[config.mk]
export PLATFORM = sky130hd
export DESIGN_NAME = stereo_four_pole_band_splitter
export DESIGN_NICKNAME = d
export VERILOG_FILES = /design/src/sv/fpbs_pkg.sv /design/src/sv/fpbs_seq.sv /design/src/sv/fpbs_dp.sv /design/src/sv/stereo_four_pole_band_splitter.sv
export SDC_FILE = /design/constraint.sdc
export NUM_CORES = 2
export LEC_CHECK = 0
export BUFFER_PORTS_ARGS = -buffer_cell sky130_fd_sc_hd__buf_2
export CAP_MARGIN = 10
export CORE_MARGIN = 8
export CORE_UTILIZATION = 65
export DETAILED_ROUTE_END_ITERATION = 10
export PLACE_DENSITY = 0.86
export SLEW_MARGIN = 20
export SYNTH_ARGS = -nofsm -noshare
export SYNTH_HDL_FRONTEND = slang
export SYNTH_SLANG_ARGS = --single-unit
[constraint.sdc]
create_clock -name clk -period 15.8 [get_ports clk]
set_input_delay 3.16 -clock clk [delete_from_list [all_inputs] [get_ports clk]]
set_output_delay 3.16 -clock clk [all_outputs]
set_load 0.02 [all_outputs]
[src/sv/fpbs_pkg.sv]
// ----------------------------------------------------------------------------
// fpbs_pkg
// Shared types, constants and the microcode program of the band splitter.
// ----------------------------------------------------------------------------
package fpbs_pkg;

  // Fraction bits of the pole state; a sample enters the poles shifted up by this.
  localparam int POLE_FRAC = 16;
  // Input delay per channel for the high band.
  localparam int HIST_TAPS = 3;
  // Width of the low operand of the shared multiplier.
  localparam int MUL_W = 32;

  // Configuration register indexes.
  localparam logic REG_LOW_COEFF  = 1'b0;
  localparam logic REG_HIGH_COEFF = 1'b1;

  // Microcode addressing.
  localparam int PC_W = 4;

  localparam logic [PC_W-1:0] S_LOAD    = 4'd0;
  localparam logic [PC_W-1:0] S_DIFF    = 4'd1;
  localparam logic [PC_W-1:0] S_MUL_LO  = 4'd2;
  localparam logic [PC_W-1:0] S_MUL_HI  = 4'd3;
  localparam logic [PC_W-1:0] S_SCALE   = 4'd4;
  localparam logic [PC_W-1:0] S_UPDATE  = 4'd5;
  localparam logic [PC_W-1:0] S_SWITCH  = 4'd6;
  localparam logic [PC_W-1:0] S_OD_LOW  = 4'd7;
  localparam logic [PC_W-1:0] S_OR_LOW  = 4'd8;
  localparam logic [PC_W-1:0] S_OD_HIGH = 4'd9;
  localparam logic [PC_W-1:0] S_OR_HIGH = 4'd10;
  localparam logic [PC_W-1:0] S_OD_MID  = 4'd11;
  localparam logic [PC_W-1:0] S_OR_MID  = 4'd12;
  localparam logic [PC_W-1:0] S_EMIT    = 4'd13;

  typedef enum logic [3:0] {
    OP_NOP,
    OP_LOAD,
    OP_DIFF,
    OP_MUL_LO,
    OP_MUL_HI,
    OP_SCALE,
    OP_UPDATE,
    OP_RELOAD,
    OP_ODIFF,
    OP_ORND,
    OP_EMIT
  } op_t;

  typedef enum logic [1:0] {
    OSEL_LOW,
    OSEL_HIGH,
    OSEL_MID
  } osel_t;

  typedef enum logic [1:0] {
    WAIT_NONE,
    WAIT_IN,
    WAIT_OUT
  } wait_t;

  typedef enum logic [1:0] {
    JMP_NEXT,
    JMP_ALWAYS,
    JMP_STAGE_MORE,
    JMP_CHAIN_LOW
  } jump_t;

  typedef enum logic {
    CH_LOW,
    CH_HIGH
  } chain_t;

  typedef struct packed {
    op_t            op;
    osel_t          osel;
    wait_t          waitc;
    jump_t          jmp;
    logic [PC_W-1:0] target;
  } uword_t;

  // Sequencer to datapath.
  typedef struct packed {
    op_t    op;
    osel_t  osel;
    chain_t chain;
  } ctrl_t;

  // Handshake status seen by the sequencer.
  typedef struct packed {
    logic in_valid;
    logic out_free;
  } stat_t;

  function automatic uword_t ucode_word(input logic [PC_W-1:0] pc);
    uword_t w;
    w = '{op: OP_NOP, osel: OSEL_LOW, waitc: WAIT_NONE, jmp: JMP_ALWAYS, target: S_LOAD};
    case (pc)
      S_LOAD:    w = '{op: OP_LOAD, osel: OSEL_LOW, waitc: WAIT_IN, jmp: JMP_NEXT,
                       target: S_LOAD};
      S_DIFF:    w = '{op: OP_DIFF, osel: OSEL_LOW, waitc: WAIT_NONE, jmp: JMP_NEXT,
                       target: S_LOAD};
      S_MUL_LO:  w = '{op: OP_MUL_LO, osel: OSEL_LOW, waitc: WAIT_NONE, jmp: JMP_NEXT,
                       target: S_LOAD};
      S_MUL_HI:  w = '{op: OP_MUL_HI, osel: OSEL_LOW, waitc: WAIT_NONE, jmp: JMP_NEXT,
                       target: S_LOAD};
      S_SCALE:   w = '{op: OP_SCALE, osel: OSEL_LOW, waitc: WAIT_NONE, jmp: JMP_NEXT,
                       target: S_LOAD};
      S_UPDATE:  w = '{op: OP_UPDATE, osel: OSEL_LOW, waitc: WAIT_NONE,
                       jmp: JMP_STAGE_MORE, target: S_DIFF};
      S_SWITCH:  w = '{op: OP_RELOAD, osel: OSEL_LOW, waitc: WAIT_NONE,
                       jmp: JMP_CHAIN_LOW, target: S_DIFF};
      S_OD_LOW:  w = '{op: OP_ODIFF, osel: OSEL_LOW, waitc: WAIT_NONE, jmp: JMP_NEXT,
                       target: S_LOAD};
      S_OR_LOW:  w = '{op: OP_ORND, osel: OSEL_LOW, waitc: WAIT_NONE, jmp: JMP_NEXT,
                       target: S_LOAD};
      S_OD_HIGH: w = '{op: OP_ODIFF, osel: OSEL_HIGH, waitc: WAIT_NONE, jmp: JMP_NEXT,
                       target: S_LOAD};
      S_OR_HIGH: w = '{op: OP_ORND, osel: OSEL_HIGH, waitc: WAIT_NONE, jmp: JMP_NEXT,
                       target: S_LOAD};
      S_OD_MID:  w = '{op: OP_ODIFF, osel: OSEL_MID, waitc: WAIT_NONE, jmp: JMP_NEXT,
                       target: S_LOAD};
      S_OR_MID:  w = '{op: OP_ORND, osel: OSEL_MID, waitc: WAIT_NONE, jmp: JMP_NEXT,
                       target: S_LOAD};
      S_EMIT:    w = '{op: OP_EMIT, osel: OSEL_LOW, waitc: WAIT_OUT, jmp: JMP_ALWAYS,
                       target: S_LOAD};
      default:   w = '{op: OP_NOP, osel: OSEL_LOW, waitc: WAIT_NONE, jmp: JMP_ALWAYS,
                       target: S_LOAD};
    endcase
    return w;
  endfunction

endpackage

[src/sv/fpbs_seq.sv]
// ----------------------------------------------------------------------------
// fpbs_seq
// Microcode sequencer: program counter, pole stage counter and chain select.
// ----------------------------------------------------------------------------
module fpbs_seq #(
  parameter int POLE_STAGES = 4,
  parameter int STG_W       = 2
) (
  input  logic                clk,
  input  logic                rst,
  input  fpbs_pkg::stat_t     stat,
  output fpbs_pkg::ctrl_t     ctrl,
  output logic [STG_W-1:0]    stage,
  output logic                in_ready
);

  logic [fpbs_pkg::PC_W-1:0] pc;
  logic [fpbs_pkg::PC_W-1:0] pc_next;
  logic [STG_W-1:0]          stage_next;
  fpbs_pkg::chain_t          chain;
  fpbs_pkg::chain_t          chain_next;
  fpbs_pkg::uword_t          uw;
  logic                      go;
  logic                      taken;
  logic                      last_stage;

  assign uw         = fpbs_pkg::ucode_word(pc);
  assign last_stage = (stage == STG_W'(POLE_STAGES - 1));
  assign in_ready   = (uw.waitc == fpbs_pkg::WAIT_IN);

  always_comb begin
    case (uw.waitc)
      fpbs_pkg::WAIT_NONE: go = 1'b1;
      fpbs_pkg::WAIT_IN:   go = stat.in_valid;
      fpbs_pkg::WAIT_OUT:  go = stat.out_free;
      default:             go = 1'b1;
    endcase
  end

  always_comb begin
    case (uw.jmp)
      fpbs_pkg::JMP_NEXT:       taken = 1'b0;
      fpbs_pkg::JMP_ALWAYS:     taken = 1'b1;
      fpbs_pkg::JMP_STAGE_MORE: taken = !last_stage;
      fpbs_pkg::JMP_CHAIN_LOW:  taken = (chain == fpbs_pkg::CH_LOW);
      default:                  taken = 1'b0;
    endcase
  end

  always_comb begin
    pc_next    = pc;
    stage_next = stage;
    chain_next = chain;
    if (go) begin
      pc_next = taken ? uw.target : pc + 1'b1;
      case (uw.op)
        fpbs_pkg::OP_LOAD: begin
          stage_next = '0;
          chain_next = fpbs_pkg::CH_LOW;
        end
        fpbs_pkg::OP_UPDATE: begin
          stage_next = last_stage ? '0 : stage + 1'b1;
        end
        fpbs_pkg::OP_RELOAD: begin
          chain_next = fpbs_pkg::CH_HIGH;
        end
        default: ;
      endcase
    end
  end

  always_ff @(posedge clk) begin
    if (rst) begin
      pc    <= fpbs_pkg::S_LOAD;
      stage <= '0;
      chain <= fpbs_pkg::CH_LOW;
    end else begin
      pc    <= pc_next;
      stage <= stage_next;
      chain <= chain_next;
    end
  end

  // Drop the op while the step waits on a handshake.
  always_comb begin
    ctrl.op    = go ? uw.op : fpbs_pkg::OP_NOP;
    ctrl.osel  = uw.osel;
    ctrl.chain = chain;
  end

endmodule

[src/sv/fpbs_dp.sv]
// ----------------------------------------------------------------------------
// fpbs_dp
// Datapath: pole state, input history, shared coefficient multiplier,
// rounding and saturation, and the output register.
// ----------------------------------------------------------------------------
module fpbs_dp #(
  parameter int SAMPLE_WIDTH    = 24,
  parameter int COEFF_FRAC_BITS = 25,
  parameter int POLE_STAGES     = 4,
  parameter int STG_W           = 2
) (
  input  logic                            clk,
  input  logic                            rst,
  input  fpbs_pkg::ctrl_t                 ctrl,
  input  logic [STG_W-1:0]                stage,
  input  logic                            cfg_we,
  input  logic                            cfg_index,
  input  logic [COEFF_FRAC_BITS+1:0]      cfg_data,
  input  logic                            channel_sel,
  input  logic signed [SAMPLE_WIDTH-1:0]  sample_in,
  input  logic                            out_ready,
  output logic                            out_valid,
  output logic                            out_free,
  output logic signed [SAMPLE_WIDTH-1:0]  low_band,
  output logic signed [SAMPLE_WIDTH-1:0]  high_band,
  output logic signed [SAMPLE_WIDTH-1:0]  mid_band
);

  localparam int SW    = SAMPLE_WIDTH;
  localparam int PF    = fpbs_pkg::POLE_FRAC;
  localparam int PW    = SW + PF;
  localparam int CF    = COEFF_FRAC_BITS;
  localparam int CW    = CF + 2;
  localparam int MW    = fpbs_pkg::MUL_W;
  localparam int MAG_W = PW + 1;
  localparam int PR_W  = MW + CW;
  localparam int Q_W   = MAG_W + 3;
  localparam int SUM_W = Q_W + 2;
  localparam int OD_W  = PW + 1;
  localparam int RT_W  = PW + 2;
  localparam int RR_W  = RT_W - PF;
  localparam int HT    = fpbs_pkg::HIST_TAPS;
  localparam logic [RT_W-1:0] HALF = RT_W'(1) << (PF - 1);

  // Architectural state
  logic [CW-1:0]          low_coeff;
  logic [CW-1:0]          high_coeff;
  logic signed [PW-1:0]   poles [2][2][POLE_STAGES];
  logic signed [SW-1:0]   hist [2][HT];

  // Working registers
  logic                   ch_r;
  logic signed [SW-1:0]   samp_r;
  logic signed [PW-1:0]   x;
  logic [MAG_W-1:0]       mag;
  logic                   neg;
  logic [PR_W-1:0]        plo;
  logic [PR_W-1:0]        phi;
  logic [Q_W-1:0]         q;
  logic                   qneg;
  logic signed [PW-1:0]   lo_out;
  logic signed [PW-1:0]   hi_out;
  logic signed [OD_W-1:0] od;
  logic signed [SW-1:0]   lo_s;
  logic signed [SW-1:0]   hi_s;
  logic signed [SW-1:0]   mid_s;

  // Combinational
  logic [CW-1:0]          coef;
  logic signed [PW-1:0]   y_cur;
  logic signed [MAG_W-1:0] dxy;
  logic signed [MAG_W-1:0] dyx;
  logic [MW-1:0]          mul_a;
  logic [PR_W-1:0]        prod;
  logic [Q_W-1:0]         q_sum;
  logic signed [SUM_W-1:0] y_ext;
  logic signed [SUM_W-1:0] q_ext;
  logic signed [SUM_W-1:0] upd;
  logic signed [PW-1:0]   ynew;
  logic signed [SW-1:0]   oldest;
  logic signed [PW-1:0]   oldest_p;
  logic signed [OD_W-1:0] od_a;
  logic signed [OD_W-1:0] od_b;
  logic signed [RT_W-1:0] rt;
  logic [RR_W-1:0]        rr;
  logic signed [SW-1:0]   rsat;
  logic                   sx;
  logic                   emit;

  assign emit     = (ctrl.op == fpbs_pkg::OP_EMIT);
  assign out_free = !out_valid || out_ready;

  assign coef     = (ctrl.chain == fpbs_pkg::CH_HIGH) ? high_coeff : low_coeff;
  assign y_cur    = poles[ch_r][ctrl.chain][stage];
  assign oldest   = hist[ch_r][HT-1];
  assign oldest_p = {oldest, {PF{1'b0}}};

  // x - y and y - x side by side; the sign picks the magnitude
  assign dxy = MAG_W'(x) - MAG_W'(y_cur);
  assign dyx = MAG_W'(y_cur) - MAG_W'(x);

  assign mul_a = (ctrl.op == fpbs_pkg::OP_MUL_HI) ? MW'(mag[MAG_W-1:MW]) : mag[MW-1:0];
  assign prod  = PR_W'(mul_a) * PR_W'(coef);

  // Combine the two partial products, round half away on the magnitude
  assign q_sum = (Q_W'(phi) << (MW - CF)) + Q_W'(plo[PR_W-1:CF]) + Q_W'(plo[CF-1]);

  assign y_ext = SUM_W'(y_cur);
  assign q_ext = SUM_W'(q);
  assign upd   = qneg ? (y_ext - q_ext) : (y_ext + q_ext);

  always_comb begin
    if (&upd[SUM_W-1:PW-1] || ~|upd[SUM_W-1:PW-1]) begin
      ynew = upd[PW-1:0];
    end else begin
      ynew = {upd[SUM_W-1], {(PW-1){~upd[SUM_W-1]}}};
    end
  end

  always_comb begin
    case (ctrl.osel)
      fpbs_pkg::OSEL_LOW: begin
        od_a = OD_W'(lo_out);
        od_b = '0;
      end
      fpbs_pkg::OSEL_HIGH: begin
        od_a = OD_W'(oldest_p);
        od_b = OD_W'(hi_out);
      end
      fpbs_pkg::OSEL_MID: begin
        od_a = OD_W'(hi_out);
        od_b = OD_W'(lo_out);
      end
      default: begin
        od_a = '0;
        od_b = '0;
      end
    endcase
  end

  // Ties away from zero: add half, or half minus one below zero, then floor
  assign rt = RT_W'(od) + (od[OD_W-1] ? (HALF - 1'b1) : HALF);
  assign rr = rt[RT_W-1:PF];
  assign sx = rr[RR_W-1];

  always_comb begin
    if (&rr[RR_W-1:SW-1] || ~|rr[RR_W-1:SW-1]) begin
      rsat = rr[SW-1:0];
    end else begin
      rsat = {sx, {(SW-1){~sx}}};
    end
  end

  // Coefficients
  always_ff @(posedge clk) begin
    if (rst) begin
      low_coeff  <= '0;
      high_coeff <= '0;
    end else if (cfg_we) begin
      if (cfg_index == fpbs_pkg::REG_LOW_COEFF) begin
        low_coeff <= cfg_data;
      end else begin
        high_coeff <= cfg_data;
      end
    end
  end

  // Channel state: cleared by reset and by any coefficient write
  always_ff @(posedge clk) begin
    if (rst || cfg_we) begin
      for (int c = 0; c < 2; c++) begin
        for (int k = 0; k < HT; k++) begin
          hist[c][k] <= '0;
        end
        for (int b = 0; b < 2; b++) begin
          for (int k = 0; k < POLE_STAGES; k++) begin
            poles[c][b][k] <= '0;
          end
        end
      end
    end else begin
      if (ctrl.op == fpbs_pkg::OP_UPDATE) begin
        poles[ch_r][ctrl.chain][stage] <= ynew;
      end
      if (emit) begin
        for (int k = HT - 1; k > 0; k--) begin
          hist[ch_r][k] <= hist[ch_r][k-1];
        end
        hist[ch_r][0] <= samp_r;
      end
    end
  end

  // Working registers
  always_ff @(posedge clk) begin
    case (ctrl.op)
      fpbs_pkg::OP_LOAD: begin
        ch_r   <= channel_sel;
        samp_r <= sample_in;
        x      <= {sample_in, {PF{1'b0}}};
      end
      fpbs_pkg::OP_DIFF: begin
        neg <= dxy[MAG_W-1];
        mag <= dxy[MAG_W-1] ? dyx : dxy;
      end
      fpbs_pkg::OP_MUL_LO: begin
        plo <= prod;
      end
      fpbs_pkg::OP_MUL_HI: begin
        phi <= prod;
      end
      fpbs_pkg::OP_SCALE: begin
        q    <= q_sum;
        qneg <= neg;
      end
      fpbs_pkg::OP_UPDATE: begin
        x <= ynew;
        if (stage == STG_W'(POLE_STAGES - 1)) begin
          if (ctrl.chain == fpbs_pkg::CH_HIGH) begin
            hi_out <= ynew;
          end else begin
            lo_out <= ynew;
          end
        end
      end
      fpbs_pkg::OP_RELOAD: begin
        x <= {samp_r, {PF{1'b0}}};
      end
      fpbs_pkg::OP_ODIFF: begin
        od <= od_a - od_b;
      end
      fpbs_pkg::OP_ORND: begin
        case (ctrl.osel)
          fpbs_pkg::OSEL_LOW:  lo_s  <= rsat;
          fpbs_pkg::OSEL_HIGH: hi_s  <= rsat;
          fpbs_pkg::OSEL_MID:  mid_s <= rsat;
          default: ;
        endcase
      end
      default: ;
    endcase
  end

  // Output register
  always_ff @(posedge clk) begin
    if (rst) begin
      out_valid <= 1'b0;
    end else if (emit) begin
      out_valid <= 1'b1;
    end else if (out_ready) begin
      out_valid <= 1'b0;
    end
  end

  always_ff @(posedge clk) begin
    if (emit) begin
      low_band  <= lo_s;
      high_band <= hi_s;
      mid_band  <= mid_s;
    end
  end

endmodule

[src/sv/stereo_four_pole_band_splitter.sv]
// ----------------------------------------------------------------------------
// stereo_four_pole_band_splitter
// Stereo three-band crossover built from cascaded one-pole lowpass sections.
// ----------------------------------------------------------------------------
// Each accepted sample runs through the whole microcode program before its
// result is loaded into the output register, and the next sample is accepted
// the cycle after that, so no new sample is taken while one is in flight.
// In the microcode loop every pole of both cascades runs five steps
// (difference, two passes through the single 32-bit coefficient multiplier,
// scaling with rounding, saturated update), followed by six steps that round
// and saturate the three bands. A held result does not block the next sample;
// it only stalls the final step of the following one. A write to either
// coefficient clears both channels' poles and input history in the same
// cycle; write coefficients only while no sample is in flight.
module stereo_four_pole_band_splitter #(
  parameter int SAMPLE_WIDTH    = 24,
  parameter int COEFF_FRAC_BITS = 25,
  parameter int POLE_STAGES     = 4
) (
  input  logic                            clk,
  input  logic                            rst,
  input  logic                            cfg_valid,
  output logic                            cfg_ready,
  input  logic                            cfg_index,
  input  logic [COEFF_FRAC_BITS+1:0]      cfg_data,
  input  logic                            in_valid,
  output logic                            in_ready,
  input  logic                            channel_sel,
  input  logic signed [SAMPLE_WIDTH-1:0]  sample_in,
  output logic                            out_valid,
  input  logic                            out_ready,
  output logic signed [SAMPLE_WIDTH-1:0]  low_band,
  output logic signed [SAMPLE_WIDTH-1:0]  high_band,
  output logic signed [SAMPLE_WIDTH-1:0]  mid_band
);

  localparam int STG_W = (POLE_STAGES > 1) ? $clog2(POLE_STAGES) : 1;

  fpbs_pkg::ctrl_t  ctrl;
  fpbs_pkg::stat_t  stat;
  logic [STG_W-1:0] stage;
  logic             out_free;
  logic             cfg_we;

  // Coefficient writes are taken between samples.
  assign cfg_ready     = in_ready;
  assign cfg_we        = cfg_valid && cfg_ready;
  assign stat.in_valid = in_valid;
  assign stat.out_free = out_free;

  fpbs_seq #(
    .POLE_STAGES (POLE_STAGES),
    .STG_W       (STG_W)
  ) u_seq (
    .clk      (clk),
    .rst      (rst),
    .stat     (stat),
    .ctrl     (ctrl),
    .stage    (stage),
    .in_ready (in_ready)
  );

  fpbs_dp #(
    .SAMPLE_WIDTH    (SAMPLE_WIDTH),
    .COEFF_FRAC_BITS (COEFF_FRAC_BITS),
    .POLE_STAGES     (POLE_STAGES),
    .STG_W           (STG_W)
  ) u_dp (
    .clk         (clk),
    .rst         (rst),
    .ctrl        (ctrl),
    .stage       (stage),
    .cfg_we      (cfg_we),
    .cfg_index   (cfg_index),
    .cfg_data    (cfg_data),
    .channel_sel (channel_sel),
    .sample_in   (sample_in),
    .out_ready   (out_ready),
    .out_valid   (out_valid),
    .out_free    (out_free),
    .low_band    (low_band),
    .high_band   (high_band),
    .mid_band    (mid_band)
  );

endmodule

# Yosys cells after proc, flatten, opt, wreduce, memory -nomap -nowiden
# Memories as Yosys holds them, arrays and structs flattened. A register that Yosys moved wholly into a read port is not among the register bits.
# Index checks and enable logic that the tools add are counted.
# op_classes
addsub	10
multipliers	1
n_lt_le_gt_ge	4
n_eq_ne	21
muxes	47
bitwise	6
reduce_logical	32
# ops
cell	count
320-bit 2-to-1 mux	3
160-bit 2-to-1 mux	4
320-bit OR reduction	1
40-bit 2-to-1 mux	5
160-bit demux with 1-bit select	1
41-bit case mux with 3 select lines	1
40-bit case mux with 3 select lines	1
41-bit case mux with 2 select lines	1
40-bit by 40-bit subtractor with 41-bit output	2
40-bit binary-select mux with 2-bit select	1
40-bit demux with 2-bit select	1
72-bit 2-to-1 mux	1
72-bit OR reduction	1
32-bit by 27-bit multiplier with 59-bit output	1
40-bit by 45-bit adder with 46-bit output	1
46-bit 2-to-1 mux	1
40-bit by 45-bit subtractor with 46-bit output	1
44-bit by 1-bit adder with 44-bit output	1
44-bit by 34-bit adder with 44-bit output	1
42-bit adder	1
41-bit subtractor	1
32-bit 2-to-1 mux	1
27-bit 2-to-1 mux	1
4-bit by 3-bit equality test with 1-bit output (second input constant)	6
other kinds (33)	82
# word_totals
ff_bits	575
mem_bits_rw	784
rom_bits	176
output_inout_bits	75
word_cells	149
mem_count	3
# mem_list
memory	words	word_bits	rd	rd_clocked_by_memory_dff	wr	line_no	source
u_dp.poles	2	320	1	1	2	fpbs_dp.sv:48	logic signed [PW-1:0] poles [2][2][POLE_STAGES];
(no name shown)	16	11	1	1	0	fpbs_pkg.sv:98	case (pc)
u_dp.hist	2	72	1	1	2	fpbs_dp.sv:49	logic signed [SW-1:0] hist [2][HT];

# Longest topological paths before layout
# logic_depth
word_depth	14
mapped_depth	36

# Modules after synthesis
# From an unflattened synthesis, not the netlist that was laid out.
# hier_totals
hier_cells	8291
hier_area_um2	92302.3
# modules_own_cells
mod	n_inst	cells_per_inst	area_each_um2	seq_area_each_um2
fpbs_dp	1	8187	91347.6	39347.7
fpbs_seq	1	102	940.9	340.3
stereo_four_pole_band_splitter	1	2	13.8	0.0

# Worst setup path after synthesis
# No wires, ideal clock.
# synth_timing
path_type	in2reg
startpoint	in out_ready
endpoint	reg u_dp.plo[58] (data pin)
arrival_time_ns	12.646
path_slack_ns	2.888
cell_stages	33
path_cell_list	nand2b_1 -> a221oi_1 -> or4_1 -> clkbuf_1 -> inv_1 -> clkbuf_1 -> nand2_1 -> nand2_1 -> clkbuf_1 -> nand2_1 -> fa_1 -> inv_1 -> fa_1 -> inv_1 -> fa_1 -> inv_1 -> fa_1 -> fa_1 -> fa_1 -> inv_1 -> fa_1 -> inv_1 -> ha_1 -> clkbuf_1 -> nand4_1 -> or3_1 -> a311o_1 -> a41o_1 -> a21o_1 -> o31ai_1 -> a41oi_1 -> o21ai_0 -> or3b_1
# synth_via
elab_chain_len	6
# synth_rtl
item	line_no	source
start, declared	stereo_four_pole_band_splitter.sv:31	input logic out_ready,
1-bit logical OR	fpbs_dp.sv:91	assign out_free = !out_valid || out_ready;
1-bit case mux with 2 select lines	fpbs_seq.sv:32	case (uw.waitc)
4-bit 2-to-1 mux	fpbs_seq.sv:86	ctrl.op = go ? uw.op : fpbs_pkg::OP_NOP;
4-bit by 3-bit equality test with 1-bit output	fpbs_dp.sv:102	assign mul_a = (ctrl.op == fpbs_pkg::OP_MUL_HI) ? MW'(mag[MAG_W-1:MW]) : mag[MW-1:0];
32-bit 2-to-1 mux	fpbs_dp.sv:102	
32-bit by 27-bit multiplier with 59-bit output	fpbs_dp.sv:103	assign prod = PR_W'(mul_a) * PR_W'(coef);
named net u_dp.prod[58]	fpbs_dp.sv:74	logic [PR_W-1:0] prod;
end signal, assigned	fpbs_dp.sv:207	plo <= prod;
end, declared	fpbs_dp.sv:57	logic [PR_W-1:0] plo;
# The timed path passes the listed nets, and every way through them passes these cells.
# A chain may end at the register's enable or synchronous reset.

# Final worst setup path
# Ends and elaborated chain as after synthesis.

==> flow_metrics.py <==
metrics = {
    "status": {
        "status": "finished clean",
    },
    "sta": {
        "finalSetupViolCount": 0,
        "whs_ps": 408,
        "finalCriticalPeriod_ps": 12690,
        "fin_tns_setup_ps": 0,
        "skew_ps": 51.3,
        "slew_headroom": 0.152,
        "hold_viol": 0,
        "post-route-period-util": 0.803,
        "rsz0062_at_grt": "false",
        "slew_violations": 0,
        "worst_pin_slew_ps": 1250,
        "fmax_mhz": 78.8,
    },
    "detailed_routing": {
        "drt-pass1-iter-count": 11,
        "drt-wirelength-per-cell_um": 30.0,
        "vias": 69356,
        "ant_nets": 0,
        "drc": 0,
        "drt_iter0_markers": 9553,
        "via_per_inst": 6.72,
        "routed_wl_um": 310000,
    },
    "worst_setup_path": {
        "crit_required_ps": 16360,
        "r2r_start": "u_seq.uw[6]$_SDFF_PP0_",
        "rr_worst_depth": 31,
        "critPathCapture": "u_dp.plo[58]$_DFFE_PN_",
        "end_kind": "flip-flop",
        "ff2ff_setup_slack_ps": 4830,
        "cp-startpoint": "out_ready",
        "cpMostUsedCell": "fa_1",
        "path_class": "input pin to flip-flop",
        "crit_arrival_ps": 13250,
        "cpPeakStageDelay_ps": 820,
        "reg2reg_to": "u_dp.plo[58]$_DFFE_PN_",
        "cp_slowest_cell": "nand2_1",
        "path_max_fanout": 48,
        "cp-start-kind": "input pin",
    },
    "clock_tree": {
        "cts-htree-levels": 4,
        "cts.sinks": 1346,
        "cts_resized": 0,
        "cts.path.max_buffers": 3,
        "cts_tree": "yes",
        "hold_buffers": 0,
        "clk_latency_ps": 820,
        "cts-buffers-inserted": 138,
        "cts_setup_buffers": 0,
        "cts_root_buffer": "clkbuf_16",
        "clk_pin_slew_ps": 90,
    },
    "placed_design": {
        "gp_congestion": 1.02,
        "io_buffers": 132,
        "dp_hpwl_um": 218000,
    },
    "layout": {
        "fin_util": 0.700,
        "syn_to_final_growth_pct": 7.46,
        "seq_area_um2": 39700,
        "layout.nets": 9537,
        "multiInputGateArea_um2": 48100,
        "fillers": 9544,
        "layout-drive-gt1-share": 0.0973,
    },
    "synth": {
        "synth_edf_count": 1273,
        "ys_seq_area_frac": 0.425,
        "synth.distinct_cells": 89,
        "synth_seq_cells": 1346,
        "syn_area_um2": 93300,
        "syn_inst": 8410,
        "ys_warn_count": 0,
        "synth.avg_cell_area_um2": 11.1,
        "syn-num-nets": 9645,
        "synth_ff_type": "edfxtp_1",
        "synthArstFlopShare": 0,
    },
    "floorplan": {
        "die_h_um": 395,
        "row_count": 139,
        "fp.coreArea_um2": 143000,
        "start_util": 0.652,
        "io_pins": 133,
        "dieArea_um2": 156000,
        "die_w_um": 395,
    },
    "flow_run": {
        "maxCapViolations": 0,
    },
    "worst_hold_path": {
        "hold_class": "flip-flop to flip-flop",
    },
    "grt": {
        "grt_pass1_wl_um": 454000,
        "antenna_found_initial": 13,
        "grt_max_degree": 124,
        "grt_usage": 0.391,
        "grt-ovfl-total": 0,
        "grt_pass1_vias": 70571,
    },
    "power_and_ir_drop": {
        "p_leak_nw": 41.5,
        "powerDensity_nw_per_um2": 178,
        "peakVddDrop_v": 0.000221,
    },
}
kinds of logic after synthesis:
logic type / count (synthesis) / synth area share
multiplexers: 346 / 0.0648
adder cells (fa/ha/maj): 1197 / 0.221
buffers and inverters: 1545 / 0.0636
flip-flops: 1346 / 0.425
AND/OR/NAND/NOR: 2348 / 0.111
XOR/XNOR: 266 / 0.0251
AO/OA/AOI/OAI: 1362 / 0.0893
flip-flops by register name, summed over array words and instances (netlist names), 27 cells and up, named ones only:
| register | count |
|---|---|
| u_dp.low_coeff | 27 |
| u_dp.lo_out | 40 |
| u_dp.poles | 640 |
| u_dp.mag | 41 |
| u_dp.high_coeff | 27 |
| u_dp.plo | 35 |
| u_dp.od | 41 |
| u_dp.hist | 144 |
| u_dp.q | 44 |
| u_dp.phi | 37 |
| u_dp.hi_out | 40 |
| u_dp.x | 40 |
synthesized netlist by cell type, types with 26 or more instances:
master       n  area [um^2]
nor2_1     695         2610
a21o_1      99          743
clkbuf_1   361         1360
a21oi_1    655         3280
dfxtp_1     73         1460
buf_1       39          146
buf_2       88          440
nor2b_1     36          225
o21bai_1    65          488
xnor2_1    192         1680
o21ai_0    172          861
inv_1     1050         3940
and2_1      80          500
and3_1      67          419
nand2b_1    43          269
fa_1       753        15100
a31oi_1     32          200
ha_1       424         5310
o21a_1      34          255
mux4_2     200         4500
o211ai_1    26          195
mux2i_1     92          921
nand2_1    950         3570
edfxtp_1  1273        38200
a211oi_1    29          218
nor3_1     215         1080
mux2_2      44          495
xor2_1      72          631
nand4_1     71          444
nand3_1     74          370
a22o_1      39          342
layout by cell type (no fill, tap or decap), types with 20 or more instances in the layout:
| master | instances |
|---|---|
| a21o_1 | 98 |
| fa_1 | 753 |
| and3_1 | 66 |
| o21bai_1 | 65 |
| a21oi_1 | 654 |
| xnor2_1 | 192 |
| xor2_1 | 72 |
| a211oi_1 | 25 |
| nand3_1 | 68 |
| mux4_2 | 200 |
| maj3_1 | 20 |
| o211ai_1 | 26 |
| nor2b_1 | 36 |
| clkinv_2 | 28 |
| buf_2 | 132 |
| a31oi_1 | 32 |
| o21a_1 | 34 |
| ha_1 | 422 |
| o21ai_1 | 23 |
| mux2_2 | 44 |
| clkbuf_16 | 139 |
| and2_1 | 80 |
| edfxtp_1 | 1273 |
| a22o_1 | 39 |
| inv_1 | 1048 |
| nand2b_1 | 43 |
| a22oi_1 | 21 |
| nor2_1 | 690 |
| nor3_1 | 215 |
| mux2i_1 | 79 |
| nand4_1 | 71 |
| nor4_1 | 21 |
| clkinv_1 | 27 |
| or3_1 | 23 |
| o21ai_0 | 171 |
| buf_4 | 111 |
| nand2_1 | 930 |
| a222oi_1 | 24 |
| dfxtp_1 | 70 |
final cells by class:
type | instances | share of cell area
multi-input cells | 5519 | 0.480
flip-flops and latches | 1346 | 0.396
inverters | 1052 | 0.0394
clock buffers | 158 | 0.0354
well taps | 1903 | 0.0237
repair buffers | 245 | 0.0153
clock inverters | 91 | 0.0102
diodes | 13 | 0.000324
metal layers:
metal  GRT usage  up-vias  routed length, um
met3       0.145     1319              44600
met4       0.257       18              26500
met2       0.581     5613             134000
li1            -    28644                  -
met5           0        -                152
met1       0.480    33762             104000
worst min path at each step:
stage / start / endpoint / slack [ps] / depth (start not counted)
final: u_dp.mid_s[19]$_DFFE_PP_ / u_dp.mid_band[19]$_DFFE_PP_ / 410 / 0
after global routing: u_dp.mid_s[23]$_DFFE_PP_ / u_dp.mid_band[23]$_DFFE_PP_ / 420 / 0
after CTS: u_dp.mid_s[19]$_DFFE_PP_ / u_dp.mid_band[19]$_DFFE_PP_ / 410 / 0
after detailed placement: u_dp.mid_s[10]$_DFFE_PP_ / u_dp.mid_band[10]$_DFFE_PP_ / 400 / 0
after global placement: u_dp.mid_s[23]$_DFFE_PP_ / u_dp.mid_band[23]$_DFFE_PP_ / 400 / 0
after floorplan: u_dp.hi_s[0]$_DFFE_PP_ / u_dp.high_band[0]$_DFFE_PP_ / 400 / 0
stage by stage:
| stage | setup WS [ps] | cells | area (um^2) | power (W) |
|---|---|---|---|---|
| finish | 3110 | 10327 | 100000 | 0.0179 |
| global route | 2640 | 10314 | 100000 | 0.0185 |
| CTS | 3410 | 10314 | 100000 | 0.0175 |
| detailed placement | 2640 | 10065 | 95600 | 0.0140 |
| global placement | 2670 | 10065 | 95600 | 0.0139 |
| floorplan | 2890 | 8410 | 93300 | 0.0106 |
critical path, delay by kind of cell:
| kind | cells | cell delay (ps) |
|---|---|---|
| and+or+nand+nor | 8 | 2770 |
| AOI/OAI and AO/OA | 7 | 2100 |
| adders and majority gates | 8 | 4000 |
| buffers and inverters | 9 | 1200 |
power by group:
group          total, W  switching [W]  internal, W  leakage, nW
clock network   0.00336        0.00149      0.00187         2.22
logic           0.00943        0.00664      0.00279         25.7
registers       0.00507       0.000324      0.00475         13.5
Note: power is estimated with default switching activity, not from simulation.
